File: src/rtl/i2cm_pkg.sv
package i2cm_pkg;

    localparam int MAX_BYTES     = 16;
    localparam int TICKS_PER_BIT = 4;
    localparam int TICK_W        = $clog2(TICKS_PER_BIT);
    localparam int BITS_PER_BYTE = 8;
    localparam int LEN_W         = 5;
    localparam int FILL_W        = $clog2(MAX_BYTES + 1);
    localparam int BUF_IDX_W     = $clog2(MAX_BYTES);
    localparam int PHASE_W       = 5;

    localparam logic [TICK_W-1:0] TICK_HALF = TICK_W'(TICKS_PER_BIT / 2);
    localparam logic [TICK_W-1:0] TICK_LAST = TICK_W'(TICKS_PER_BIT - 1);

    // item function codes
    localparam logic [1:0] FUNC_TICK  = 2'd0;
    localparam logic [1:0] FUNC_PUSH  = 2'd1;
    localparam logic [1:0] FUNC_START = 2'd2;

    // completion status codes
    localparam logic [1:0] ST_OK       = 2'd0;
    localparam logic [1:0] ST_ADDR_NAK = 2'd1;
    localparam logic [1:0] ST_DATA_NAK = 2'd2;

    // config register indexes
    localparam logic CFG_DEV_ADDR = 1'b0;
    localparam logic CFG_ACK_WAIT = 1'b1;

    // bus sequencer phases; each acknowledge phase follows its send phase
    localparam logic [PHASE_W-1:0] PH_IDLE       = 5'd0;
    localparam logic [PHASE_W-1:0] PH_START      = 5'd1;
    localparam logic [PHASE_W-1:0] PH_ADDR_W     = 5'd2;
    localparam logic [PHASE_W-1:0] PH_ACK_ADDR   = 5'd3;
    localparam logic [PHASE_W-1:0] PH_REG        = 5'd4;
    localparam logic [PHASE_W-1:0] PH_ACK_REG    = 5'd5;
    localparam logic [PHASE_W-1:0] PH_DATA       = 5'd6;
    localparam logic [PHASE_W-1:0] PH_ACK_DATA   = 5'd7;
    localparam logic [PHASE_W-1:0] PH_RESTART    = 5'd8;
    localparam logic [PHASE_W-1:0] PH_ADDR_R     = 5'd9;
    localparam logic [PHASE_W-1:0] PH_ACK_ADDR_R = 5'd10;
    localparam logic [PHASE_W-1:0] PH_RECV       = 5'd11;
    localparam logic [PHASE_W-1:0] PH_MACK       = 5'd12;
    localparam logic [PHASE_W-1:0] PH_STOP       = 5'd13;

    typedef struct packed {
        logic [1:0] status;
        logic       done_res;
        logic       read_valid;
        logic [7:0] read_byte;
        logic       busy_res;
        logic       sda_pull_low;
        logic       scl;
    } result_t;

endpackage

File: src/rtl/i2c_master_register_access_core.sv
// I2C register-access master. Each input item is one of: a bus tick (func 0, carrying the
// sampled SDA level), a push of one byte into the 16-entry write buffer (func 1, idle only),
// or a transaction start (func 2, idle only) with register address, direction and length.
// Every item gives exactly one result item carrying the SCL and SDA drive levels, the busy
// flag, any received byte and the completion status. A bus bit spans four ticks, SCL low
// for the first two and high for the last two; an acknowledge sampled high on ack_wait_ticks
// ticks (and at least one) aborts the transfer to STOP with a status. The block takes one item per
// clock: the whole sequencer step sits between the state registers and a single result
// register, and a new item is accepted whenever that register is empty or being drained.
// Configuration (device_address at index 0, ack_wait_ticks at index 1) must be written only
// while idle; the block itself does not enforce this.
module i2c_master_register_access_core (
    input  logic        aclk,
    input  logic        aresetn,
    input  logic        s_tvalid,
    output logic        s_tready,
    // sda_in[0], reg_addr[8:1], is_read[9], length[14:10], write_byte[22:15], zero pad
    input  logic [23:0] s_tdata,
    // func[1:0]
    input  logic [1:0]  s_tuser,
    output logic        m_tvalid,
    input  logic        m_tready,
    // scl[0], sda_pull_low[1], busy_res[2], read_byte[10:3], read_valid[11],
    // done_res[12], status[14:13], zero pad
    output logic [15:0] m_tdata,
    input  logic        cfg_wr_en,
    input  logic        cfg_wr_index,
    input  logic [7:0]  cfg_wr_data
);

    localparam int TW = i2cm_pkg::TICK_W;
    localparam int PW = i2cm_pkg::PHASE_W;
    localparam int LW = i2cm_pkg::LEN_W;
    localparam int FW = i2cm_pkg::FILL_W;
    localparam int IW = i2cm_pkg::BUF_IDX_W;

    logic [1:0]  func;
    logic        sda_in;
    logic [7:0]  reg_addr_in;
    logic        is_read_in;
    logic [LW-1:0] length_in;
    logic [7:0]  write_byte_in;

    assign func          = s_tuser;
    assign sda_in        = s_tdata[0];
    assign reg_addr_in   = s_tdata[8:1];
    assign is_read_in    = s_tdata[9];
    assign length_in     = s_tdata[14:10];
    assign write_byte_in = s_tdata[22:15];

    logic accept;
    assign s_tready = !m_tvalid || m_tready;
    assign accept   = s_tvalid && s_tready;

    // config
    logic [6:0] dev_addr_reg;
    logic [7:0] ack_wait_reg;

    always_ff @(posedge aclk) begin
        if (!aresetn) begin
            dev_addr_reg <= 7'd21;
            ack_wait_reg <= 8'd5;
        end else if (cfg_wr_en) begin
            unique case (cfg_wr_index)
                i2cm_pkg::CFG_DEV_ADDR: dev_addr_reg <= cfg_wr_data[6:0];
                i2cm_pkg::CFG_ACK_WAIT: ack_wait_reg <= cfg_wr_data;
                default: ;
            endcase
        end
    end

    // sequencer state
    logic [PW-1:0] phase_reg, phase_next;
    logic [TW-1:0] tick_reg, tick_next;
    logic [3:0]    bit_cnt_reg, bit_cnt_next;
    logic [LW-1:0] byte_cnt_reg, byte_cnt_next;
    logic [7:0]    shifter_reg, shifter_next;
    logic [7:0]    ack_timer_reg, ack_timer_next;
    logic [FW-1:0] fill_reg, fill_next;
    logic [7:0]    req_reg_addr_reg, req_reg_addr_next;
    logic          req_read_reg, req_read_next;
    logic [LW-1:0] req_len_reg, req_len_next;
    logic [1:0]    stop_st_reg, stop_st_next;
    logic          scl_reg, scl_next;
    logic          sda_low_reg, sda_low_next;

    logic [7:0] wbuf [i2cm_pkg::MAX_BYTES];

    i2cm_pkg::result_t res;

    logic          high, at_end;
    logic [3:0]    bit_inc;
    logic [LW-1:0] bc;
    logic [7:0]    timer_inc;
    logic [LW-1:0] len_sat;
    logic          push_ok;

    assign push_ok = accept && func == i2cm_pkg::FUNC_PUSH && phase_reg == i2cm_pkg::PH_IDLE
                     && fill_reg < FW'(i2cm_pkg::MAX_BYTES);

    always_comb begin
        phase_next        = phase_reg;
        tick_next         = tick_reg;
        bit_cnt_next      = bit_cnt_reg;
        byte_cnt_next     = byte_cnt_reg;
        shifter_next      = shifter_reg;
        ack_timer_next    = ack_timer_reg;
        fill_next         = fill_reg;
        req_reg_addr_next = req_reg_addr_reg;
        req_read_next     = req_read_reg;
        req_len_next      = req_len_reg;
        stop_st_next      = stop_st_reg;
        scl_next          = scl_reg;
        sda_low_next      = sda_low_reg;
        res               = '0;

        high      = tick_reg >= i2cm_pkg::TICK_HALF;
        at_end    = tick_reg >= i2cm_pkg::TICK_LAST;
        bit_inc   = bit_cnt_reg + 4'd1;
        bc        = byte_cnt_reg;
        timer_inc = ack_timer_reg;
        len_sat   = length_in;
        if (len_sat == '0) len_sat = LW'(1);
        if (len_sat > LW'(i2cm_pkg::MAX_BYTES)) len_sat = LW'(i2cm_pkg::MAX_BYTES);

        case (func)
            i2cm_pkg::FUNC_TICK: begin
                tick_next = tick_reg + TW'(1);
                unique case (phase_reg)
                    i2cm_pkg::PH_START, i2cm_pkg::PH_RESTART: begin
                        scl_next     = high;
                        sda_low_next = at_end;
                        if (at_end) begin
                            phase_next   = (phase_reg == i2cm_pkg::PH_START) ?
                                           i2cm_pkg::PH_ADDR_W : i2cm_pkg::PH_ADDR_R;
                            shifter_next = {dev_addr_reg,
                                            phase_reg == i2cm_pkg::PH_RESTART};
                            bit_cnt_next = '0;
                            tick_next    = '0;
                        end
                    end
                    i2cm_pkg::PH_ADDR_W, i2cm_pkg::PH_REG, i2cm_pkg::PH_DATA,
                    i2cm_pkg::PH_ADDR_R: begin
                        scl_next     = high;
                        sda_low_next = !shifter_reg[7];
                        if (at_end) begin
                            shifter_next = {shifter_reg[6:0], 1'b0};
                            bit_cnt_next = bit_inc;
                            tick_next    = '0;
                            if (bit_inc >= 4'(i2cm_pkg::BITS_PER_BYTE)) begin
                                bit_cnt_next   = '0;
                                ack_timer_next = '0;
                                phase_next     = phase_reg + PW'(1);
                            end
                        end
                    end
                    i2cm_pkg::PH_ACK_ADDR, i2cm_pkg::PH_ACK_REG, i2cm_pkg::PH_ACK_DATA,
                    i2cm_pkg::PH_ACK_ADDR_R: begin
                        sda_low_next = 1'b0;
                        scl_next     = high;
                        if (high) begin
                            if (!sda_in) begin
                                tick_next = '0;
                                bit_cnt_next = '0;
                                unique case (phase_reg)
                                    i2cm_pkg::PH_ACK_ADDR: begin
                                        phase_next   = i2cm_pkg::PH_REG;
                                        shifter_next = req_reg_addr_reg;
                                    end
                                    i2cm_pkg::PH_ACK_REG, i2cm_pkg::PH_ACK_DATA: begin
                                        if (phase_reg == i2cm_pkg::PH_ACK_REG && req_read_reg)
                                        begin
                                            phase_next   = i2cm_pkg::PH_RESTART;
                                            bit_cnt_next = bit_cnt_reg;
                                        end else begin
                                            bc = (phase_reg == i2cm_pkg::PH_ACK_REG) ? '0 :
                                                 byte_cnt_reg + LW'(1);
                                            byte_cnt_next = bc;
                                            if (bc < req_len_reg &&
                                                bc < LW'(i2cm_pkg::MAX_BYTES)) begin
                                                phase_next   = i2cm_pkg::PH_DATA;
                                                shifter_next = wbuf[bc[IW-1:0]];
                                            end else begin
                                                phase_next   = i2cm_pkg::PH_STOP;
                                                stop_st_next = i2cm_pkg::ST_OK;
                                                bit_cnt_next = bit_cnt_reg;
                                            end
                                        end
                                    end
                                    default: begin
                                        byte_cnt_next = '0;
                                        phase_next    = i2cm_pkg::PH_RECV;
                                        shifter_next  = '0;
                                    end
                                endcase
                            end else begin
                                if (ack_timer_reg != 8'hFF) timer_inc = ack_timer_reg + 8'd1;
                                ack_timer_next = timer_inc;
                                if (timer_inc >= ack_wait_reg) begin
                                    phase_next   = i2cm_pkg::PH_STOP;
                                    tick_next    = '0;
                                    stop_st_next = (phase_reg == i2cm_pkg::PH_ACK_ADDR) ?
                                                   i2cm_pkg::ST_ADDR_NAK :
                                                   i2cm_pkg::ST_DATA_NAK;
                                end else if (at_end) begin
                                    tick_next = tick_reg;   // stretch SCL high
                                end
                            end
                        end
                    end
                    i2cm_pkg::PH_RECV: begin
                        scl_next     = high;
                        sda_low_next = 1'b0;
                        if (at_end) begin
                            shifter_next = {shifter_reg[6:0], sda_in};
                            bit_cnt_next = bit_inc;
                            tick_next    = '0;
                            if (bit_inc >= 4'(i2cm_pkg::BITS_PER_BYTE)) begin
                                res.read_byte  = {shifter_reg[6:0], sda_in};
                                res.read_valid = 1'b1;
                                byte_cnt_next  = byte_cnt_reg + LW'(1);
                                bit_cnt_next   = '0;
                                phase_next     = i2cm_pkg::PH_MACK;
                            end
                        end
                    end
                    i2cm_pkg::PH_MACK: begin
                        scl_next     = high;
                        sda_low_next = byte_cnt_reg < req_len_reg;
                        if (at_end) begin
                            tick_next = '0;
                            if (byte_cnt_reg < req_len_reg) begin
                                phase_next   = i2cm_pkg::PH_RECV;
                                shifter_next = '0;
                                bit_cnt_next = '0;
                            end else begin
                                phase_next   = i2cm_pkg::PH_STOP;
                                stop_st_next = i2cm_pkg::ST_OK;
                            end
                        end
                    end
                    i2cm_pkg::PH_STOP: begin
                        scl_next     = high;
                        sda_low_next = !at_end;
                        if (at_end) begin
                            res.done_res = 1'b1;
                            res.status   = stop_st_reg;
                            phase_next   = i2cm_pkg::PH_IDLE;
                            tick_next    = '0;
                        end
                    end
                    default: begin
                        phase_next   = i2cm_pkg::PH_IDLE;
                        scl_next     = 1'b1;
                        sda_low_next = 1'b0;
                        tick_next    = '0;
                    end
                endcase
            end
            i2cm_pkg::FUNC_PUSH: begin
                if (push_ok) fill_next = fill_reg + FW'(1);
            end
            i2cm_pkg::FUNC_START: begin
                if (phase_reg == i2cm_pkg::PH_IDLE) begin
                    req_reg_addr_next = reg_addr_in;
                    req_read_next     = is_read_in;
                    req_len_next      = len_sat;
                    phase_next        = i2cm_pkg::PH_START;
                    tick_next         = '0;
                    bit_cnt_next      = '0;
                    byte_cnt_next     = '0;
                    ack_timer_next    = '0;
                    stop_st_next      = i2cm_pkg::ST_OK;
                    fill_next         = '0;
                end
            end
            default: ;
        endcase

        res.scl          = scl_next;
        res.sda_pull_low = sda_low_next;
        res.busy_res     = phase_next != i2cm_pkg::PH_IDLE;
    end

    always_ff @(posedge aclk) begin
        if (!aresetn) begin
            phase_reg        <= i2cm_pkg::PH_IDLE;
            tick_reg         <= '0;
            bit_cnt_reg      <= '0;
            byte_cnt_reg     <= '0;
            shifter_reg      <= '0;
            ack_timer_reg    <= '0;
            fill_reg         <= '0;
            req_reg_addr_reg <= '0;
            req_read_reg     <= 1'b0;
            req_len_reg      <= '0;
            stop_st_reg      <= i2cm_pkg::ST_OK;
            scl_reg          <= 1'b1;
            sda_low_reg      <= 1'b0;
        end else if (accept) begin
            phase_reg        <= phase_next;
            tick_reg         <= tick_next;
            bit_cnt_reg      <= bit_cnt_next;
            byte_cnt_reg     <= byte_cnt_next;
            shifter_reg      <= shifter_next;
            ack_timer_reg    <= ack_timer_next;
            fill_reg         <= fill_next;
            req_reg_addr_reg <= req_reg_addr_next;
            req_read_reg     <= req_read_next;
            req_len_reg      <= req_len_next;
            stop_st_reg      <= stop_st_next;
            scl_reg          <= scl_next;
            sda_low_reg      <= sda_low_next;
        end
    end

    always_ff @(posedge aclk) begin
        if (push_ok) wbuf[fill_reg[IW-1:0]] <= write_byte_in;
    end

    // result register
    logic            m_tvalid_reg;
    i2cm_pkg::result_t res_reg;

    always_ff @(posedge aclk) begin
        if (!aresetn) begin
            m_tvalid_reg <= 1'b0;
        end else if (accept) begin
            m_tvalid_reg <= 1'b1;
        end else if (m_tready) begin
            m_tvalid_reg <= 1'b0;
        end
    end

    always_ff @(posedge aclk) begin
        if (accept) res_reg <= res;
    end

    assign m_tvalid = m_tvalid_reg;
    assign m_tdata  = {1'b0, res_reg};

    // a non-tick item never moves the bus lines
    a_lines_hold: assert property (@(posedge aclk) disable iff (!aresetn)
        accept && func != i2cm_pkg::FUNC_TICK |=>
            scl_reg == $past(scl_reg) && sda_low_reg == $past(sda_low_reg))
        else $error("bus lines changed on a non-tick item");

    a_status_only_done: assert property (@(posedge aclk) disable iff (!aresetn)
        m_tvalid_reg && !res_reg.done_res |-> res_reg.status == i2cm_pkg::ST_OK)
        else $error("status reported without completion");

    a_fill_bound: assert property (@(posedge aclk) disable iff (!aresetn)
        fill_reg <= FW'(i2cm_pkg::MAX_BYTES))
        else $error("write buffer overfilled");

    a_rvalid_recv: assert property (@(posedge aclk) disable iff (!aresetn)
        accept && res.read_valid |=> phase_reg == i2cm_pkg::PH_MACK)
        else $error("read byte outside receive phase");

endmodule

File: config.mk
export PLATFORM = sky130hd
export DESIGN_NAME = i2c_master_register_access_core
export DESIGN_NICKNAME = d
export VERILOG_FILES = /design/src/rtl/i2cm_pkg.sv /design/src/rtl/i2c_master_register_access_core.sv
export SDC_FILE = /design/constraint.sdc
export NUM_CORES = 1
export LEC_CHECK = 0
export BUFFER_PORTS_ARGS = -buffer_cell sky130_fd_sc_hd__buf_2
export CAP_MARGIN = 20
export CORE_MARGIN = 10
export CORE_UTILIZATION = 40
export CTS_CLUSTER_DIAMETER = 100
export CTS_CLUSTER_SIZE = 25
export DETAILED_ROUTE_END_ITERATION = 7
export HOLD_SLACK_MARGIN = 0.03
export PLACE_DENSITY = 0.61
export RECOVER_POWER = 100
export SYNTH_ARGS = -nofsm -noshare
export SYNTH_HDL_FRONTEND = slang
export SYNTH_SLANG_ARGS = --single-unit
export TNS_END_PERCENT = 20
File: constraint.sdc
create_clock -name aclk -period 4.27 [get_ports aclk]
set_input_delay 0.854 -clock aclk [delete_from_list [all_inputs] [get_ports aclk]]
set_output_delay 0.854 -clock aclk [all_outputs]
set_load 0.02 [all_outputs]
* Word-level counts from Yosys, hierarchy flattened
Memories as Yosys holds them, arrays and structs flattened.
Cells that the tools add are included.
** Word-level totals
- Logic and storage cells :: 227
- Bits of input ports :: 40
- Memories :: 1
- Bits in registers :: 86
- Memory bits (writable) :: 128
** Memories
- wbuf :: words 16, width 8, read ports 1, clocked after Yosys merged registers in 0, write ports 1, line i2c_master_register_access_core.sv:87 : logic [7:0] wbuf [i2cm_pkg::MAX_BYTES];
** Operators by class
- Reductions and logical operators :: 39
- Mux-type cells :: 97
- Order comparisons :: 9
- $add $sub $neg :: 6
- Bitwise logic cells :: 1
- Eq/ne operators :: 51
** Operator list (count)
- $mux 8 :: 19
- $mux 5 :: 21
- $mux 4 :: 14
- $pmux 5 s2 :: 5
- $pmux 8 s2 :: 3
- $ne 3x3->1 const B :: 15
- $pmux 8 s5 :: 1
- $eq 5x4->1 const B :: 6
- $mux 2 :: 15
- $pmux 5 s6 :: 1
- $reduce_and 12->1 :: 2
- $eq 5x3->1 const B :: 4
- $ne 4x4->1 const B :: 5
- $ne 2x2->1 const B :: 9
- $pmux 2 s2 :: 4
- $pmux 4 s2 :: 2
- $pmux 4 s4 :: 1
- $add 5x1->5 const B :: 3
- $reduce_or 13->1 :: 1
- $reduce_and 4->1 :: 3
- $reduce_and 11->1 :: 1
- $eq 5x2->1 const B :: 2
- $logic_not 5->1 :: 2
- $lt 5x5->1 :: 2
- other kinds (35) :: 62

* Logic depth before layout (Yosys ltp)
- Depth in word-level cells :: 13
- Depth in mapped cells :: 16
- Gate-level depth less buffers :: 16

* Least setup slack after synthesis
No wires, ideal clock.
- Path type :: register to register
- Start :: reg phase_reg[1]
- End :: reg res_reg (netlist bit m_tdata[2]), data pin
- Cell stages (with the launch flop) :: 17
- Arrival time :: 3407 ps
- Path slack :: 597 ps
- Clock period less this slack :: 3673 ps
- Buffers on the path :: 2
- Cell sequence :: dfxtp_1 -> inv_1 -> ha_1 -> and4bb_2 -> or2_2 -> buf_2 -> clkinv_1 -> buf_2 -> ha_1 -> a21oi_1 -> o21ai_0 -> a221oi_2 -> a31oi_1 -> nor4_1 -> o311a_1 -> o22ai_1 -> or3_1
** RTL lines
- start: declaration :: line i2c_master_register_access_core.sv:73 : logic [PW-1:0] phase_reg, phase_next;
- start signal: assignment :: line i2c_master_register_access_core.sv:287 : phase_reg <= i2cm_pkg::PH_IDLE;
- start signal: assignment :: line i2c_master_register_access_core.sv:301 : phase_reg <= phase_next;
- end signal: assignment :: line i2c_master_register_access_core.sv:336 : if (accept) res_reg <= res;
- end: declaration :: line i2c_master_register_access_core.sv:323 : i2cm_pkg::result_t res_reg;

==> reports/qor.yml <==
status:
  status: "finished with violations"
  violations: "max-capacitance violations, max-slew violations"
clock_network:
  post_cts_buffers: 0
  cts_max_path_buffers: 3
  cts_root_buf: "clkbuf_16"
  clock_sinks: 214
  cts_made_buffers: 12
  cts_max_level: 1
  clock_latency_ns: 0.50
  cts_hold_buf: 0
  cts_tree: "yes"
  cts_resized: 0
  cts.clk_slew.worst_paths_ns: 0.10
synthesis:
  synthArstFlopShare: 0
  synth_compound_gate_area_share: 0.1548
  yosysSeqAreaShare: 0.5699
  synth-seq-cells: 214
  synth_common_cells: "147 x nand2_1, 143 x edfxtp_1, 71 x dfxtp_1, 68 x a21oi_1, 65 x nor2_1"
  synth_cell_types: 75
  yosysTopAreaCellShare: 0.4282
  synth_top_family_by_area: "simple AND/OR/NAND/NOR gates"
  syn_avg_cell_area_um2: 10.62
  synth-simple-area-share: 0.1735
  synth_top_cell_by_area: "edfxtp_1"
  synth-xor-area-share: 0.008734
  yosysMostFrequentCell: "nand2_1"
  netlist_instances: 944
  synth_edf_count: 143
  synth_mux_area_frac: 0.02271
  synth_flop_cell: "edfxtp_1"
  ys.warnings.count: 0
  synth_area_leaders: "edfxtp_1 43%, dfxtp_1 14%, nand2_1 5.5%"
  syn_area_um2: 10030
  synthAdderAreaFrac: 0.03743
  synth_nets: 1014
global_route:
  grt_pass1_vias: 7226
  antenna_found_initial: 0
  grt.total_usage: 0.1612
  grt_max_degree: 50
  grt_pass1_wl_mm: 41.14
  grt-ovfl-total: 0
floorplanning:
  rows: 57
  core_um2: 24460
  io_pins: 58
  start_util: 0.4100
  die_area_um2: 31800
  die_x_um: 178.3
  die_h_um: 178.3
sta:
  max_slew.worst_pin.slew_ns: 1.993
  fin_crit_sh: 0.9190
  slew_headroom: -0.3288
  hold_violations: 0
  final-setup-viol-count: 0
  period_minus_slack_ns: 3.924
  rsz0062_at_grt: "no"
  drv_slew: 42
  fin_setup_tns_ns: 0
  clock_skew_ns: 0.03620
  fmax_mhz: 254.8
cells_and_area:
  diodes: 0
  largest_register_ffs: 128
  multi_input_area_um2: 3983
  fillerInstances: 2294
  nets: 1069
  syn_to_final_growth_pct: 10.03
  fin_area_um2: 11030
  fin_cells: 1329
  register_area_um2: 5715
  drive_gt1_frac: 0.08060
critical_path:
  crit_fanout: 9
  end_kind: "flip-flop"
  reg2reg_from: "phase_reg[1]$_SDFFE_PN0P_"
  worstPathArrival_ns: 4.15
  r2r_cells: 14
  reg2reg_slack_ns: 0.35
  worst-setup-path-type: "flip-flop to flip-flop"
  startpoint_type: "flip-flop"
  setup.worst_path.start: "phase_reg[1]$_SDFFE_PN0P_"
  worst_path_most_repeated_cell: "ha_1"
  required_ns: 4.50
  crit_slowest_cell: "dfxtp_1"
  r2r-end: "m_tdata[2]$_DFFE_PP_"
  crit_chain: "inv_1, ha_1, and4bb_1, or2_2, clkinv_1, ha_1, a21oi_1, o21ai_0, a221oi_2, a31oi_1, nor4_1, o311a_1, o22ai_1, or3_1"
  critPathMaxStageDelay_ns: 0.50
  crit_end: "m_tdata[2]$_DFFE_PP_"
power_and_ir_drop:
  power_per_cell_area_nw_per_um2: 334.9
  totalPowerFinal_uw: 3696
  leakagePower_uw: 0.003844
  irDropWorstVdd_mv: 0.3766
drt:
  viasPerCell: 5.683
  totalWireLength_mm: 26.14
  vias: 7553
  drtIter0Drc: 666
  drc: 0
  routedWlPerCell_um: 19.67
  drtPass1Iterations: 7
  antenna_left: 0
place:
  place_congestion: 0.9487
  hpwl_mm: 18.26
  portBuffers: 55
  dp_cells: 1309
  place_area_um2: 10750
min_path:
  hp-class: "flip-flop to flip-flop"
  worstHoldStart: "req_len_reg[3]$_SDFFE_PN0P_"
run:
  cap_violations: 1
[worst max-delay path, delay by kind of cell (launching register included)]
kind / cells / cell delay (ns)
simple gates: 4 / 1.36
fa+ha+maj: 2 / 0.55
compound gates: 6 / 1.06
buf+inv: 2 / 0.20
flops: 1 / 0.50
[area by class of cell]
| type | count | share of cell area |
|---|---|---|
| sequential | 214 | 0.5180 |
| multi-input combinational | 652 | 0.3609 |
| timing repair buffer | 88 | 0.03969 |
| tap | 324 | 0.03674 |
| clock buffer | 18 | 0.03209 |
| inverter | 31 | 0.01055 |
| clock inverter | 2 | 0.002041 |
[worst min path at each step]
stage	endpoint	slack, ns	cells past startpoint
2_1_floorplan	stop_st_reg[0]$_SDFFE_PN0P_	0.43	2
3_3_place_gp	req_len_reg[2]$_SDFFE_PN0P_	0.44	2
3_5_place_dp	req_len_reg[2]$_SDFFE_PN0P_	0.45	2
4_1_cts	req_len_reg[2]$_SDFFE_PN0P_	0.46	2
5_1_grt	ack_wait_reg[1]$_SDFFE_PN0P_	0.48	2
6_report	req_len_reg[3]$_SDFFE_PN0P_	0.46	2
[metrics by stage]
step           setup slack (ns)  utilization  hold slack, ns
3_5_place_dp             0.3292       0.4395          0.4461
6_report                 0.3460       0.4511          0.4574
4_1_cts                  0.2956       0.4549          0.4611
3_3_place_gp             0.4303       0.4395          0.4415
2_1_floorplan            0.5972            -          0.4301
5_1_grt                  0.1442       0.4511          0.4788
[metal layers]
metal,global-route usage,up-vias,routed length [um]
li1,-,3631,-
met1,0.2185,3636,11730
met2,0.2653,248,12380
met3,0.02051,38,1423
met4,0.04513,0,612
met5,0,-,0
[placed cells by master (no fill, tap or decap), drive strengths merged, types with 10 or more instances in the layout]
master / netlist / layout
nor3: 35 / 35
a32oi: 12 / 12
clkbuf: 30 / 58
nand4: 11 / 11
buf: 17 / 48
ha: 30 / 30
a21oi: 68 / 68
nor2: 66 / 66
nand2: 147 / 147
nand2b: 16 / 16
inv: 30 / 31
o21ai: 28 / 28
a221oi: 31 / 31
nand3: 33 / 33
and2: 17 / 17
dfxtp: 71 / 71
mux2i: 16 / 16
edfxtp: 143 / 143
a31oi: 10 / 10
[report_power, final]
group / internal (uW) / switching, uW / total [uW]
clock network: 591 / 665 / 1260
logic: 58.5 / 141 / 200
registers: 2230 / 10.9 / 2240
[kinds of logic (layout without fill, tap and decap cells)]
logic type	Yosys count	count (layout)
simple gates	368	368
compound gates	222	222
flops	214	214
buf+inv	78	139
fa+ha+maj	30	30
mux	21	21
xor+xnor	10	10
other cells	1	1
No activity file was read; power rests on OpenSTA's default activity.
